--- src/rtl/ptt_pkg.sv ---
// Package for the PDO transmit trigger: codes, field widths and the
// state and configuration records shared by the decision logic and top level.
// No dependencies.
`default_nettype none

package ptt_pkg;

  localparam int TIMER_W   = 20;
  localparam int IN_DATA_W = 16;
  localparam int OUT_DATA_W = 8;
  localparam int CFG_IDX_W = 3;
  localparam int CFG_DATA_W = 16;

  localparam logic [TIMER_W-1:0] TIMER_MAX = '1;

  // transmission types with special handling
  localparam logic [7:0] TT_ACYCLIC   = 8'h00;
  localparam logic [7:0] TT_CYCLIC_HI = 8'hf0;
  localparam logic [7:0] TT_RTR_SYNC  = 8'hfc;
  localparam logic [7:0] TT_RTR_ONLY  = 8'hfd;
  localparam logic [7:0] TT_EVENT_LO  = 8'hfe;
  localparam logic [7:0] TT_EVENT_HI  = 8'hff;

  localparam logic [7:0] SYNC_CNT_MAX = 8'd240;

  typedef enum logic [1:0] {
    OP_EVENT  = 2'd0,
    OP_SYNC   = 2'd1,
    OP_REMOTE = 2'd2,
    OP_TICK   = 2'd3
  } ptt_op_t;

  typedef enum logic [2:0] {
    ACT_NONE      = 3'd0,
    ACT_SEND      = 3'd1,
    ACT_SAMPLE    = 3'd2,
    ACT_SEND_BUF  = 3'd3,
    ACT_INHIBITED = 3'd4,
    ACT_BAD_CNT   = 3'd5
  } ptt_action_t;

  typedef enum logic [CFG_IDX_W-1:0] {
    REG_PDO_ENABLED  = 3'd0,
    REG_RTR_DISABLED = 3'd1,
    REG_TRANS_TYPE   = 3'd2,
    REG_INHIBIT_TIME = 3'd3,
    REG_EVENT_TIME   = 3'd4,
    REG_SYNC_START   = 3'd5
  } ptt_reg_t;

  typedef struct packed {
    logic        pdo_enabled;
    logic        rtr_disabled;
    logic [7:0]  trans_type;
    logic [15:0] inhibit_time;
    logic [15:0] event_time;
    logic [7:0]  sync_start;
  } ptt_cfg_t;

  typedef struct packed {
    logic               event_pending;
    logic [7:0]         sync_wait_value;
    logic [7:0]         sync_count;
    logic [15:0]        inhibit_left;
    logic [TIMER_W-1:0] event_timer_left;
    logic               buffer_valid;
  } ptt_state_t;

endpackage

`default_nettype wire

--- src/rtl/pdo_transmit_trigger.sv ---
// Top level of the PDO transmit trigger: input register, configuration
// registers, trigger state, timer load and result register. Uses ptt_pkg, ptt_decide.
`default_nettype none

// Usage:
//   in_*   : one transfer per bus item; in_tdata = {sync_counter, opcode}
//            (opcode in bits 1:0, sync_counter in bits 9:2). Opcodes are an
//            application event, a SYNC, a remote request or a 100 us tick.
//   out_*  : exactly one transfer per input transfer, in order; out_tdata
//            bits 2:0 carry the action code.
//   cfg_*  : register write when cfg_we is high; cfg_idx picks the register
//            (0 enable, 1 RTR disable, 2 type, 3 inhibit time, 4 event time,
//            5 SYNC start); indexes 6 and 7 are ignored. Write only while no
//            transfer is in flight.
//   Path: an item passes the input register, then the result register.
//   Throughput: one item per cycle while out_tready stays high; the
//   decision is one pass of logic between the two registers.
//   Stall: when out_tready is low the result register holds, the input
//   register keeps one more item, and in_tready drops only when both are full.
//   Reset: synchronous active-low rst_n clears both valid flags, loads the
//   register reset values (disabled, RTR refused, type 255) and clears the
//   trigger state; the event timer starts stopped.
module pdo_transmit_trigger
  import ptt_pkg::*;
#(
  parameter int TICKS_PER_MS = 10
) (
  input  wire                   clk,
  input  wire                   rst_n,
  // [1:0] opcode, [9:2] sync_counter, [15:10] zero
  input  wire [IN_DATA_W-1:0]   in_tdata,
  input  wire                   in_tvalid,
  output logic                  in_tready,
  // [2:0] action, [7:3] zero
  output logic [OUT_DATA_W-1:0] out_tdata,
  output logic                  out_tvalid,
  input  wire                   out_tready,
  input  wire                   cfg_we,
  input  wire [CFG_IDX_W-1:0]   cfg_idx,
  input  wire [CFG_DATA_W-1:0]  cfg_wdata
);

  localparam int MUL_W  = 16 + $clog2(TICKS_PER_MS + 1);
  localparam int PROD_W = (MUL_W > TIMER_W) ? MUL_W : TIMER_W + 1;

  logic        in_valid_r;
  ptt_op_t     in_op_r;
  logic [7:0]  in_cnt_r;
  logic        out_valid_r;
  ptt_action_t out_action_r;

  ptt_cfg_t    cfg_r, cfg_nxt;
  ptt_state_t  st_r, st_nxt, st_step;
  ptt_action_t step_action;

  logic               advance;
  logic               arm_active;
  logic [PROD_W-1:0]  timer_prod;
  logic [TIMER_W-1:0] arm_load;

  // move the held item into the result register when that slot frees up
  assign advance   = in_valid_r && (!out_valid_r || out_tready);
  assign in_tready = !in_valid_r || advance;

  assign out_tvalid = out_valid_r;
  assign out_tdata  = {(OUT_DATA_W - 3)'(0), out_action_r};

  // configuration as it stands after this cycle's write
  always_comb begin
    cfg_nxt = cfg_r;
    if (cfg_we) begin
      case (cfg_idx)
        REG_PDO_ENABLED:  cfg_nxt.pdo_enabled  = cfg_wdata[0];
        REG_RTR_DISABLED: cfg_nxt.rtr_disabled = cfg_wdata[0];
        REG_TRANS_TYPE:   cfg_nxt.trans_type   = cfg_wdata[7:0];
        REG_INHIBIT_TIME: cfg_nxt.inhibit_time = cfg_wdata;
        REG_EVENT_TIME:   cfg_nxt.event_time   = cfg_wdata;
        REG_SYNC_START:   cfg_nxt.sync_start   = cfg_wdata[7:0];
        default: ;
      endcase
    end
  end

  // event timer reload: ms period scaled to ticks, saturated to the counter
  assign timer_prod = PROD_W'(cfg_nxt.event_time) * PROD_W'(TICKS_PER_MS);
  assign arm_active = cfg_nxt.pdo_enabled && cfg_nxt.event_time != 16'd0 &&
                      (cfg_nxt.trans_type == TT_ACYCLIC ||
                       cfg_nxt.trans_type >= TT_EVENT_LO);
  assign arm_load   = !arm_active ? '0 :
                      (timer_prod > PROD_W'(TIMER_MAX)) ? TIMER_MAX :
                      timer_prod[TIMER_W-1:0];

  ptt_decide u_decide (
    .cfg      (cfg_r),
    .st_cur   (st_r),
    .op       (in_op_r),
    .sync_cnt (in_cnt_r),
    .arm_load (arm_load),
    .action   (step_action),
    .st_nxt   (st_step)
  );

  // state update: register writes must arrive only while idle; the block does
  // not enforce it, and a write drops the state step of an advancing item
  always_comb begin
    st_nxt = st_r;
    if (cfg_we) begin
      case (cfg_idx)
        REG_PDO_ENABLED: begin
          if (cfg_wdata[0] != cfg_r.pdo_enabled) begin
            if (cfg_wdata[0]) begin
              st_nxt.event_pending   = 1'b0;
              st_nxt.sync_wait_value = cfg_r.sync_start;
              st_nxt.sync_count      = 8'd0;
              st_nxt.inhibit_left    = 16'd0;
            end
            st_nxt.buffer_valid     = 1'b0;
            st_nxt.event_timer_left = arm_load;
          end
        end
        REG_TRANS_TYPE: begin
          if (cfg_wdata[7:0] != cfg_r.trans_type) begin
            st_nxt.event_pending    = 1'b0;
            st_nxt.buffer_valid     = 1'b0;
            st_nxt.event_timer_left = arm_load;
          end
        end
        REG_EVENT_TIME: begin
          if (cfg_wdata != cfg_r.event_time) begin
            st_nxt.event_timer_left = arm_load;
          end
        end
        default: ;
      endcase
    end else if (advance) begin
      st_nxt = st_step;
    end
  end

  always_ff @(posedge clk) begin
    if (!rst_n) begin
      in_valid_r  <= 1'b0;
      out_valid_r <= 1'b0;
      cfg_r       <= '{pdo_enabled: 1'b0, rtr_disabled: 1'b1, trans_type: 8'hff,
                       inhibit_time: 16'd0, event_time: 16'd0, sync_start: 8'd0};
      st_r        <= '0;
    end else begin
      cfg_r <= cfg_nxt;
      st_r  <= st_nxt;
      if (in_tready) begin
        in_valid_r <= in_tvalid;
      end
      if (advance) begin
        out_valid_r <= 1'b1;
      end else if (out_tready) begin
        out_valid_r <= 1'b0;
      end
    end
  end

  // payload registers
  always_ff @(posedge clk) begin
    if (in_tready && in_tvalid) begin
      in_op_r  <= ptt_op_t'(in_tdata[1:0]);
      in_cnt_r <= in_tdata[9:2];
    end
    if (advance) begin
      out_action_r <= step_action;
    end
  end

  // the event timer only runs for the types that use it
  a_timer_types: assert property (@(posedge clk) disable iff (!rst_n)
    st_r.event_timer_left != '0 |->
      cfg_r.pdo_enabled && (cfg_r.trans_type == TT_ACYCLIC ||
                            cfg_r.trans_type >= TT_EVENT_LO))
    else $error("event timer running for a type without one");

  // an item leaving the input register always lands in the result register
  a_advance_lands: assert property (@(posedge clk) disable iff (!rst_n)
    advance |=> out_valid_r)
    else $error("advanced item lost");

  // a SYNC with an out-of-range counter reports a bad counter
  a_bad_counter: assert property (@(posedge clk) disable iff (!rst_n)
    advance && in_op_r == OP_SYNC && in_cnt_r > SYNC_CNT_MAX |=>
      out_action_r == ACT_BAD_CNT)
    else $error("bad SYNC counter not flagged");

  // a bad counter never touches the trigger state
  a_bad_counter_hold: assert property (@(posedge clk) disable iff (!rst_n)
    advance && !cfg_we && in_op_r == OP_SYNC && in_cnt_r > SYNC_CNT_MAX |=>
      $stable(st_r))
    else $error("bad SYNC counter changed state");

endmodule

`default_nettype wire

--- src/rtl/ptt_decide.sv ---
// Single-pass decision logic: one input item against the current state and
// configuration gives one action and the next state. Uses ptt_pkg.
`default_nettype none

module ptt_decide
  import ptt_pkg::*;
(
  input  wire ptt_cfg_t           cfg,
  input  wire ptt_state_t         st_cur,
  input  wire ptt_op_t            op,
  input  wire [7:0]               sync_cnt,
  input  wire [TIMER_W-1:0]       arm_load,
  output ptt_action_t             action,
  output ptt_state_t              st_nxt
);

  always_comb begin
    logic        ev;
    logic        is_event_tt;
    logic [7:0]  cnt_inc;

    st_nxt      = st_cur;
    action      = ACT_NONE;
    ev          = 1'b0;
    is_event_tt = (cfg.trans_type == TT_EVENT_LO) || (cfg.trans_type == TT_EVENT_HI);
    cnt_inc     = st_cur.sync_count + 8'd1;

    case (op)
      OP_EVENT: ev = 1'b1;
      OP_SYNC: begin
        if (sync_cnt > SYNC_CNT_MAX) begin
          action = ACT_BAD_CNT;
        end else if (!cfg.pdo_enabled) begin
          action = ACT_NONE;
        end else if (cfg.trans_type > TT_CYCLIC_HI && cfg.trans_type != TT_RTR_SYNC) begin
          action = ACT_NONE;
        end else if (st_cur.sync_wait_value != 8'd0 && sync_cnt != 8'd0 &&
                     st_cur.sync_wait_value != sync_cnt) begin
          // still waiting for the start counter value
          action = ACT_NONE;
        end else begin
          if (st_cur.sync_wait_value != 8'd0 && sync_cnt != 8'd0) begin
            st_nxt.sync_wait_value = 8'd0;
            st_nxt.sync_count      = 8'd0;
            cnt_inc                = 8'd1;
          end
          if (cfg.trans_type == TT_ACYCLIC) begin
            if (st_cur.event_pending) begin
              st_nxt.event_pending = 1'b0;
              action               = ACT_SEND;
            end
          end else if (cfg.trans_type <= TT_CYCLIC_HI) begin
            if (cnt_inc < cfg.trans_type) begin
              st_nxt.sync_count = cnt_inc;
            end else begin
              st_nxt.sync_count = 8'd0;
              action            = ACT_SEND;
            end
          end else begin
            st_nxt.buffer_valid = 1'b1;
            action              = ACT_SAMPLE;
          end
        end
      end
      OP_REMOTE: begin
        if (cfg.pdo_enabled && !cfg.rtr_disabled) begin
          if (cfg.trans_type == TT_RTR_SYNC && st_cur.buffer_valid) begin
            action = ACT_SEND_BUF;
          end else if (cfg.trans_type == TT_RTR_SYNC || cfg.trans_type == TT_RTR_ONLY) begin
            st_nxt.buffer_valid = 1'b1;
            action              = ACT_SEND;
          end
        end
      end
      default: begin
        if (st_cur.inhibit_left != 16'd0) begin
          st_nxt.inhibit_left = st_cur.inhibit_left - 16'd1;
        end
        if (st_cur.event_timer_left != '0) begin
          st_nxt.event_timer_left = st_cur.event_timer_left - TIMER_W'(1);
          ev = (st_cur.event_timer_left == TIMER_W'(1));
        end
      end
    endcase

    // application event, or one raised by the event timer running out
    if (ev && cfg.pdo_enabled) begin
      if (cfg.trans_type == TT_ACYCLIC) begin
        st_nxt.event_pending    = 1'b1;
        st_nxt.event_timer_left = arm_load;
      end else if (cfg.trans_type == TT_RTR_ONLY) begin
        st_nxt.buffer_valid     = 1'b1;
        st_nxt.event_timer_left = arm_load;
        action                  = ACT_SAMPLE;
      end else if (is_event_tt) begin
        if (cfg.inhibit_time != 16'd0 && st_nxt.inhibit_left != 16'd0) begin
          action = ACT_INHIBITED;
        end else begin
          if (cfg.inhibit_time != 16'd0) begin
            st_nxt.inhibit_left = cfg.inhibit_time;
          end
          st_nxt.event_timer_left = arm_load;
          action                  = ACT_SEND;
        end
      end
    end
  end

endmodule

`default_nettype wire

--- config.mk ---
export PLATFORM = sky130hd
export DESIGN_NAME = pdo_transmit_trigger
export DESIGN_NICKNAME = d
export VERILOG_FILES = /design/src/rtl/ptt_pkg.sv /design/src/rtl/pdo_transmit_trigger.sv /design/src/rtl/ptt_decide.sv
export SDC_FILE = /design/constraint.sdc
export NUM_CORES = 1
export LEC_CHECK = 0
export ABC_CLOCK_PERIOD_IN_PS = 7100
export BUFFER_PORTS_ARGS = -buffer_cell sky130_fd_sc_hd__clkbuf_2
export CAP_MARGIN = 25
export CORE_MARGIN = 4
export CORE_UTILIZATION = 27
export DETAILED_ROUTE_END_ITERATION = 16
export PLACE_DENSITY = 0.47
export SKIP_LAST_GASP = 1
export SLEW_MARGIN = 15
export SYNTH_ARGS = -nofsm -noshare
export SYNTH_HDL_FRONTEND = slang
export SYNTH_SLANG_ARGS = --single-unit
--- constraint.sdc ---
create_clock -name clk -period 7.1 [get_ports clk]
set_clock_uncertainty 0.1 [all_clocks]
set_input_delay 1.42 -clock clk [delete_from_list [all_inputs] [get_ports clk]]
set_output_delay 1.42 -clock clk [all_outputs]
set_load 0.05 [all_outputs]
==> run metrics, run 1 <==
status finished clean; DRT antenna net count 0; DRC 0; R2R depth 11; Vias 6848; die height 179 um; min Tclk post-route 5.49 ns; WP data required 7.30 ns; postcts setup bufs 0; Synth top area share 27.0%; first-pass GRT wire length 36300 um; Pins Over Slew Limit 0; FILL cells between 3000 and 4000; RSZ-0062 raised after global routing false; busiest layer in global routing met2; H-tree depth 4; type of the tightest min-delay check register to register; CTS buffer count 17; Final WS setup 1.61 ns; Seq/Total Area, Yosys 32.0%; pre-CTS WS ~0.8 ns; GRT met3 Usage 2.25%; die area 31900 um2; Relative slew margins 45.9%; post-synth top area cell dfxtp_1; routing usage on met2 23.6%; Die W 179 um; initial antenna violation count 1; layout cells sized above 1 9.69%; fin crit share 77.3%; Port-buffer cells 38; clock buffer depth 2; Worst setup EP type register; Total Routing Usage GR 14.4%; total wire length approximately 22000 um; RD Place Congestion 0.831; CTS sink count 119; count of different cell masters after synthesis between 70 and 80; total core area 28700 um2; Least-Margin Pin Slew 0.811 ns; Post-synth ARST share 0%; Hold Crit Depth 2; Pwr Total 0.00185 W; final hold violation count 0; Starting Density a little over a quarter; Total Nets Final 1053; Maximum Capacitance Violations 0; mean post-synth cell area a little over 8 um2; drt wl/cell 16.4 um; Warnings, synthesis 0; vias in the first global route 6661; total power divided by cell area 206 nW/um2; Post-synth EDFFs 13; Hold WS ~0.37 ns; Area contributors post-synth dfxtp_1, ha_1, nand2_1; Reg clk slew, reported paths 0.06 ns; post-CTS sizing 0; # IOs 50; worst skew pair latency 0.43 ns; CP Class input pin to register; commonest non-fill, non-tap cell in the layout nand2_1; Post-Syn Instances 957; main flop type after synthesis dfxtp_1; largest net degree at the start of global routing between 60 and 70; Synth Register Bits 119; # rows 62; Lkg Pwr 3.74 nW; met1 layer usage reported by global route between 10% and 20%; CTS tree yes; element type at the critical path start input pin; Critical Path Fanout Max 19; DP HPWL about 16000 um; Final setup violation count 0; setup TNS 0 ns; total gr overflow 0; critical path arrival between 5 and 6 ns; most frequent cells in the layout nand2_1, dfxtp_1, a21oi_1, ha_1, nor2b_1; Vias per Instance 5.01; Multi-input gate area around 5000 um2; root buffer cell clkbuf_16; Layout area overhead 14.3%; worst vdd ir 129 uV; DRT Pass-1 Iters 4; Hold-fix buffers, CTS 0; DRT iter0 DRCs 424; FF/Latch Area 2510 um2; fmax 0.182 GHz; Synth Cell Area 7860 um2
-- registers in the layout, indices dropped and copies added (netlist names) --
name and cells:
cfg_r 50, in_cnt_r 8, in_op_r 2, in_valid_r 1, out_action_r 3, out_tvalid 1
st_r 54
-- cell families (layout without fill, tap and decap cells) --
| kind of cell | after synthesis | in the layout | synth area share (%) |
|---|---|---|---|
| and+or+nand+nor | 381 | 381 | 25.8 |
| AOI/OAI and AO/OA | 233 | 233 | 20.2 |
| DFF | 119 | 119 | 32.0 |
| buffers and inverters | 96 | 115 | 5.08 |
| xor gates and xnor gates | 58 | 58 | 6.46 |
| adders and majority gates | 46 | 46 | 7.42 |
| muxes | 23 | 23 | 2.98 |
| other | 1 | 7 | 0.0477 |
-- stage by stage --
stage | std cells | area (um2) | utilization (%)
floorplan | 961 | 7870 | -
CTS | 1363 | 8960 | 31.2
global route | 1365 | 8980 | 31.3
finish | 1366 | 8980 | 31.3
detailed placement | 1331 | 8360 | 29.1
global placement | 1331 | 8360 | 29.1
-- critical path: stages --
cell            delay [ns]
clkbuf_2              0.35
nor4bb_4              0.49
buf_4                 0.34
mux2i_1               0.31
inv_1                 0.10
ha_1                  0.21
ha_1                  0.22
fa_1                  0.41
a21o_1                0.17
a21o_1                0.20
a2111oi_0             0.40
dlymetal6s2s_1        0.24
nor3_1                0.08
or3_1                 0.33
xnor2_1               0.14
a22oi_1               0.18
a21oi_1               0.08
-- where the power goes --
group | leakage [nW] | internal (W) | switching [W]
combinational | 2.47 | 0.0000795 | 0.000147
clock | 0.284 | 0.000553 | 0.000352
sequential | 0.985 | 0.000698 | 0.0000186
total | 3.74 | 0.00133 | 0.000518
-- layer usage --
layer  wire [um]  up-vias
li1            -     3496
met1       10900     3237
met2       10500       82
met3         565       33
met4         422        0
met5           0        -
-- synth_stat cells (5+ instances only) --
master    instances
nand2_1         112
dfxtp_1         106
a21oi_1          51
ha_1             45
clkbuf_1         43
nor2b_1          43
nor2_1           42
xor2_1           42
o21ai_0          38
inv_1            36
nor4_1           36
nor3_1           29
a21boi_0         27
nand3_1          27
mux2i_1          20
a22oi_1          17
xnor2_1          16
and3_1           14
a21o_1           13
edfxtp_1         13
nand4_1          13
and2_1           12
o211ai_1         11
or4_1            10
a31oi_1           8
buf_4             8
nand2b_1          8
or3_1             8
buf_2             7
nor3b_1           7
o21a_1            6
a211oi_1          5
a21boi_1          5
-- worst paths after layout --
kind | from | end | slack (ns)
worst min register to register | cfg_r[6] | cfg_r[6] | 0.37
worst max-delay path | cfg_we | st_r[15] | 1.61
worst max register to register | st_r[21] | st_r[19] | 3.11
worst min-delay path | cfg_r[6] | cfg_r[6] | 0.37
-- final cells by class --
cell class	count	area share, %
Antenna cell	2	0.0557
Clock buffer	17	4.74
Timing Repair Buffer	47	2.93
Clock inverter	15	1.98
Inverter	36	1.50
Sequential cell	119	28.0
Multi-Input combinational cell	746	55.5
Tap cell	384	5.35
(Power assumes the default switching activity.)
==> run 2: changes to the inputs <==
- ABC_CLOCK_PERIOD_IN_PS: 7100 -> 5200
- clock period: 7.1 -> 5.2 ns (I/O delays scaled with it)
==> run 2 against run 1 <==
Effect of this change:
- sequential cell count stayed put
- setup slack worse by 0.99 ns
- clock power up 28%
- sequential share of layout area decreased by 0.27 points
- routed wire length is 0.14% higher
- count of clock-buffer cells in the layout rose by 3
- critical endpoint is now st_r[19]
- largest cell class unchanged
==> run metrics, run 2 (synthesis gave the netlist of run 1 again) <==
clock buffer depth 2 (unchanged); CP Class input pin to register; hold wc startpoint cfg_r[5]; CTS buffer count 17 (unchanged); commonest non-fill, non-tap cell in the layout nand2_1; Final setup violation count 0 (unchanged); most frequent cells in the layout nand2_1, dfxtp_1, a21oi_1, ha_1, nor2b_1; R2R Setup Slk 1.33 ns (-1.78 ns); Layout area overhead 15.4%; Pins Over Slew Limit 0 (unchanged); Hold Crit Depth 2 (unchanged); fmax approximately 0.22 GHz; final hold violation count 0 (unchanged); Critical Path Fanout Max 7 (-12); postcts setup bufs 0 (unchanged); Least-Margin Pin Slew 0.814 ns (+0.00358 ns); Worst setup EP type register; total wire length 22500 um (+0.14%); Reg clk slew, reported paths 0.06 ns (about the same); drt wl/cell 16.3 um (-0.88%); worst vdd ir 175 uV (+35%); status finished clean; Hold WS 0.364 ns (-0.00504 ns); antenna cells 0 (-2); Hold-fix buffers, CTS 0 (unchanged); max reg flops 54 (unchanged); Starting Density 27.4% (unchanged); root buffer cell clkbuf_16; DRT antenna net count 0 (unchanged); Vias 6924 (+1.1%); RSZ-0062 raised after global routing false; post-CTS sizing 0 (unchanged); Reg2Reg Launch Point st_r[21]; Vias per Instance 5.02 (about the same); Lkg Pwr 3.80 nW (+1.7%); element type at the critical path start input pin; setup TNS 0 ns (unchanged); # IOs 50 (unchanged); Worst path max stage delay 0.52 ns (+0.03 ns); post-layout util 31.6% (+0.31 points); first-pass GRT wire length 36400 um (+0.19%); total core area 28700 um2 (unchanged); hold path endpoint cfg_r[5]; worst skew pair latency 0.42 ns (about the same); Die W 179 um (unchanged); H-tree depth 4 (unchanged); initial antenna violation count 0 (-1); layout cells sized above 1 11.2% (+1.6 points); R2R depth 10 (-1); die area 31900 um2 (unchanged); total power divided by cell area 271 nW/um2 (+32%); min Tclk post-route approximately 4.6 ns; type of the tightest min-delay check register to register; WP data required 5.45 ns (-1.85 ns); total gr overflow 0 (unchanged); RD Place Congestion 0.839 (+0.95%); Port-buffer cells 38 (unchanged); DRC 0 (unchanged); critical-path cell list clkbuf_2, nor4bb_4, buf_4, mux2i_1, inv_1, ha_1, ha_1, fa_1, a21o_1, a21o_1, a2111oi_2, nor3_1, o31ai_1, o2111ai_1, a21oi_1; reg2reg end st_r[10]; DRT Pass-1 Iters 5 (+1); Slowest cell on crit path a2111oi_2; CTS sink count 119 (unchanged); critical path arrival 4.83 ns (-0.86 ns); fin crit share approximately nine tenths; DP HPWL 16900 um (+2.5%); Total Routing Usage GR 14.3% (-0.069 points); Total Nets Final 1069 (+1.5%); vias in the first global route 6745 (+1.3%); CTS tree yes; largest net degree at the start of global routing 40 (-37%); Largest regs st_r: 54 flops, cfg_r: 50 flops, in_cnt_r: 8 flops; Relative slew margins 45.5% (-0.44 points); # rows 62 (unchanged); die height 179 um (unchanged); DRT iter0 DRCs 412 (-2.8%); Maximum Capacitance Violations 0 (unchanged); Largest Register st_r
[run 2: how the worst max path moves through the flow]
stage	to	slack, ns	startpoint
after floorplan	st_r[15]	0.09	cfg_we
after global placement	st_r[19]	0.18	cfg_idx[0]
after detailed placement	st_r[19]	0.16	cfg_idx[0]
after CTS	st_r[19]	0.59	cfg_idx[0]
after global routing	st_r[19]	0.28	cfg_idx[0]
final	st_r[19]	0.62	cfg_idx[0]
[run 2: critical path: cells and delay by family]
| kind | cells | cell delay (ns) |
|---|---|---|
| AOI/OAI and AO/OA | 6 | 1.70 |
| adders and majority gates | 3 | 0.95 |
| buffers and inverters | 3 | 0.46 |
| muxes | 1 | 0.25 |
| and+or+nand+nor | 2 | 0.43 |
[run 2: per-layer routing]
metal  vias to the layer above  global-route usage (%)  wire length (um)
met1                      3280                    19.3             10900
met5                         -                       0                 0
met4                         0                    4.41               370
li1                       3529                       -                 -
met3                        27                    1.97               625
met2                        88                    23.9             10600
[run 2: layout make-up]
| cell class | instances | area [um2] |
|---|---|---|
| Fill cell | 3108 | 19600 |
| Multi-Input combinational cell | 746 | 4990 |
| Sequential cell | 119 | 2510 |
| Tap cell | 384 | 480 |
| Clock buffer | 20 | 447 |
| Timing Repair Buffer | 63 | 378 |
| Inverter | 36 | 135 |
| Clock inverter | 12 | 128 |
[run 2: metrics by stage]
step	setup WS, ns	cell area (um2)	cells	total power [W]
CTS	0.594	9070	1380	0.00249
finish	0.619	9070	1380	0.00246
global route	0.276	9070	1380	0.00257
global placement	0.183	8490	1348	0.00132
detailed placement	0.160	8490	1348	0.00132
floorplan	0.0931	7880	961	0.00122
[run 2: power breakdown]
group	internal (W)	total, W	switching (W)
combinational	0.000115	0.000320	0.000205
clock	0.000715	0.00116	0.000443
sequential	0.000954	0.000979	0.0000248
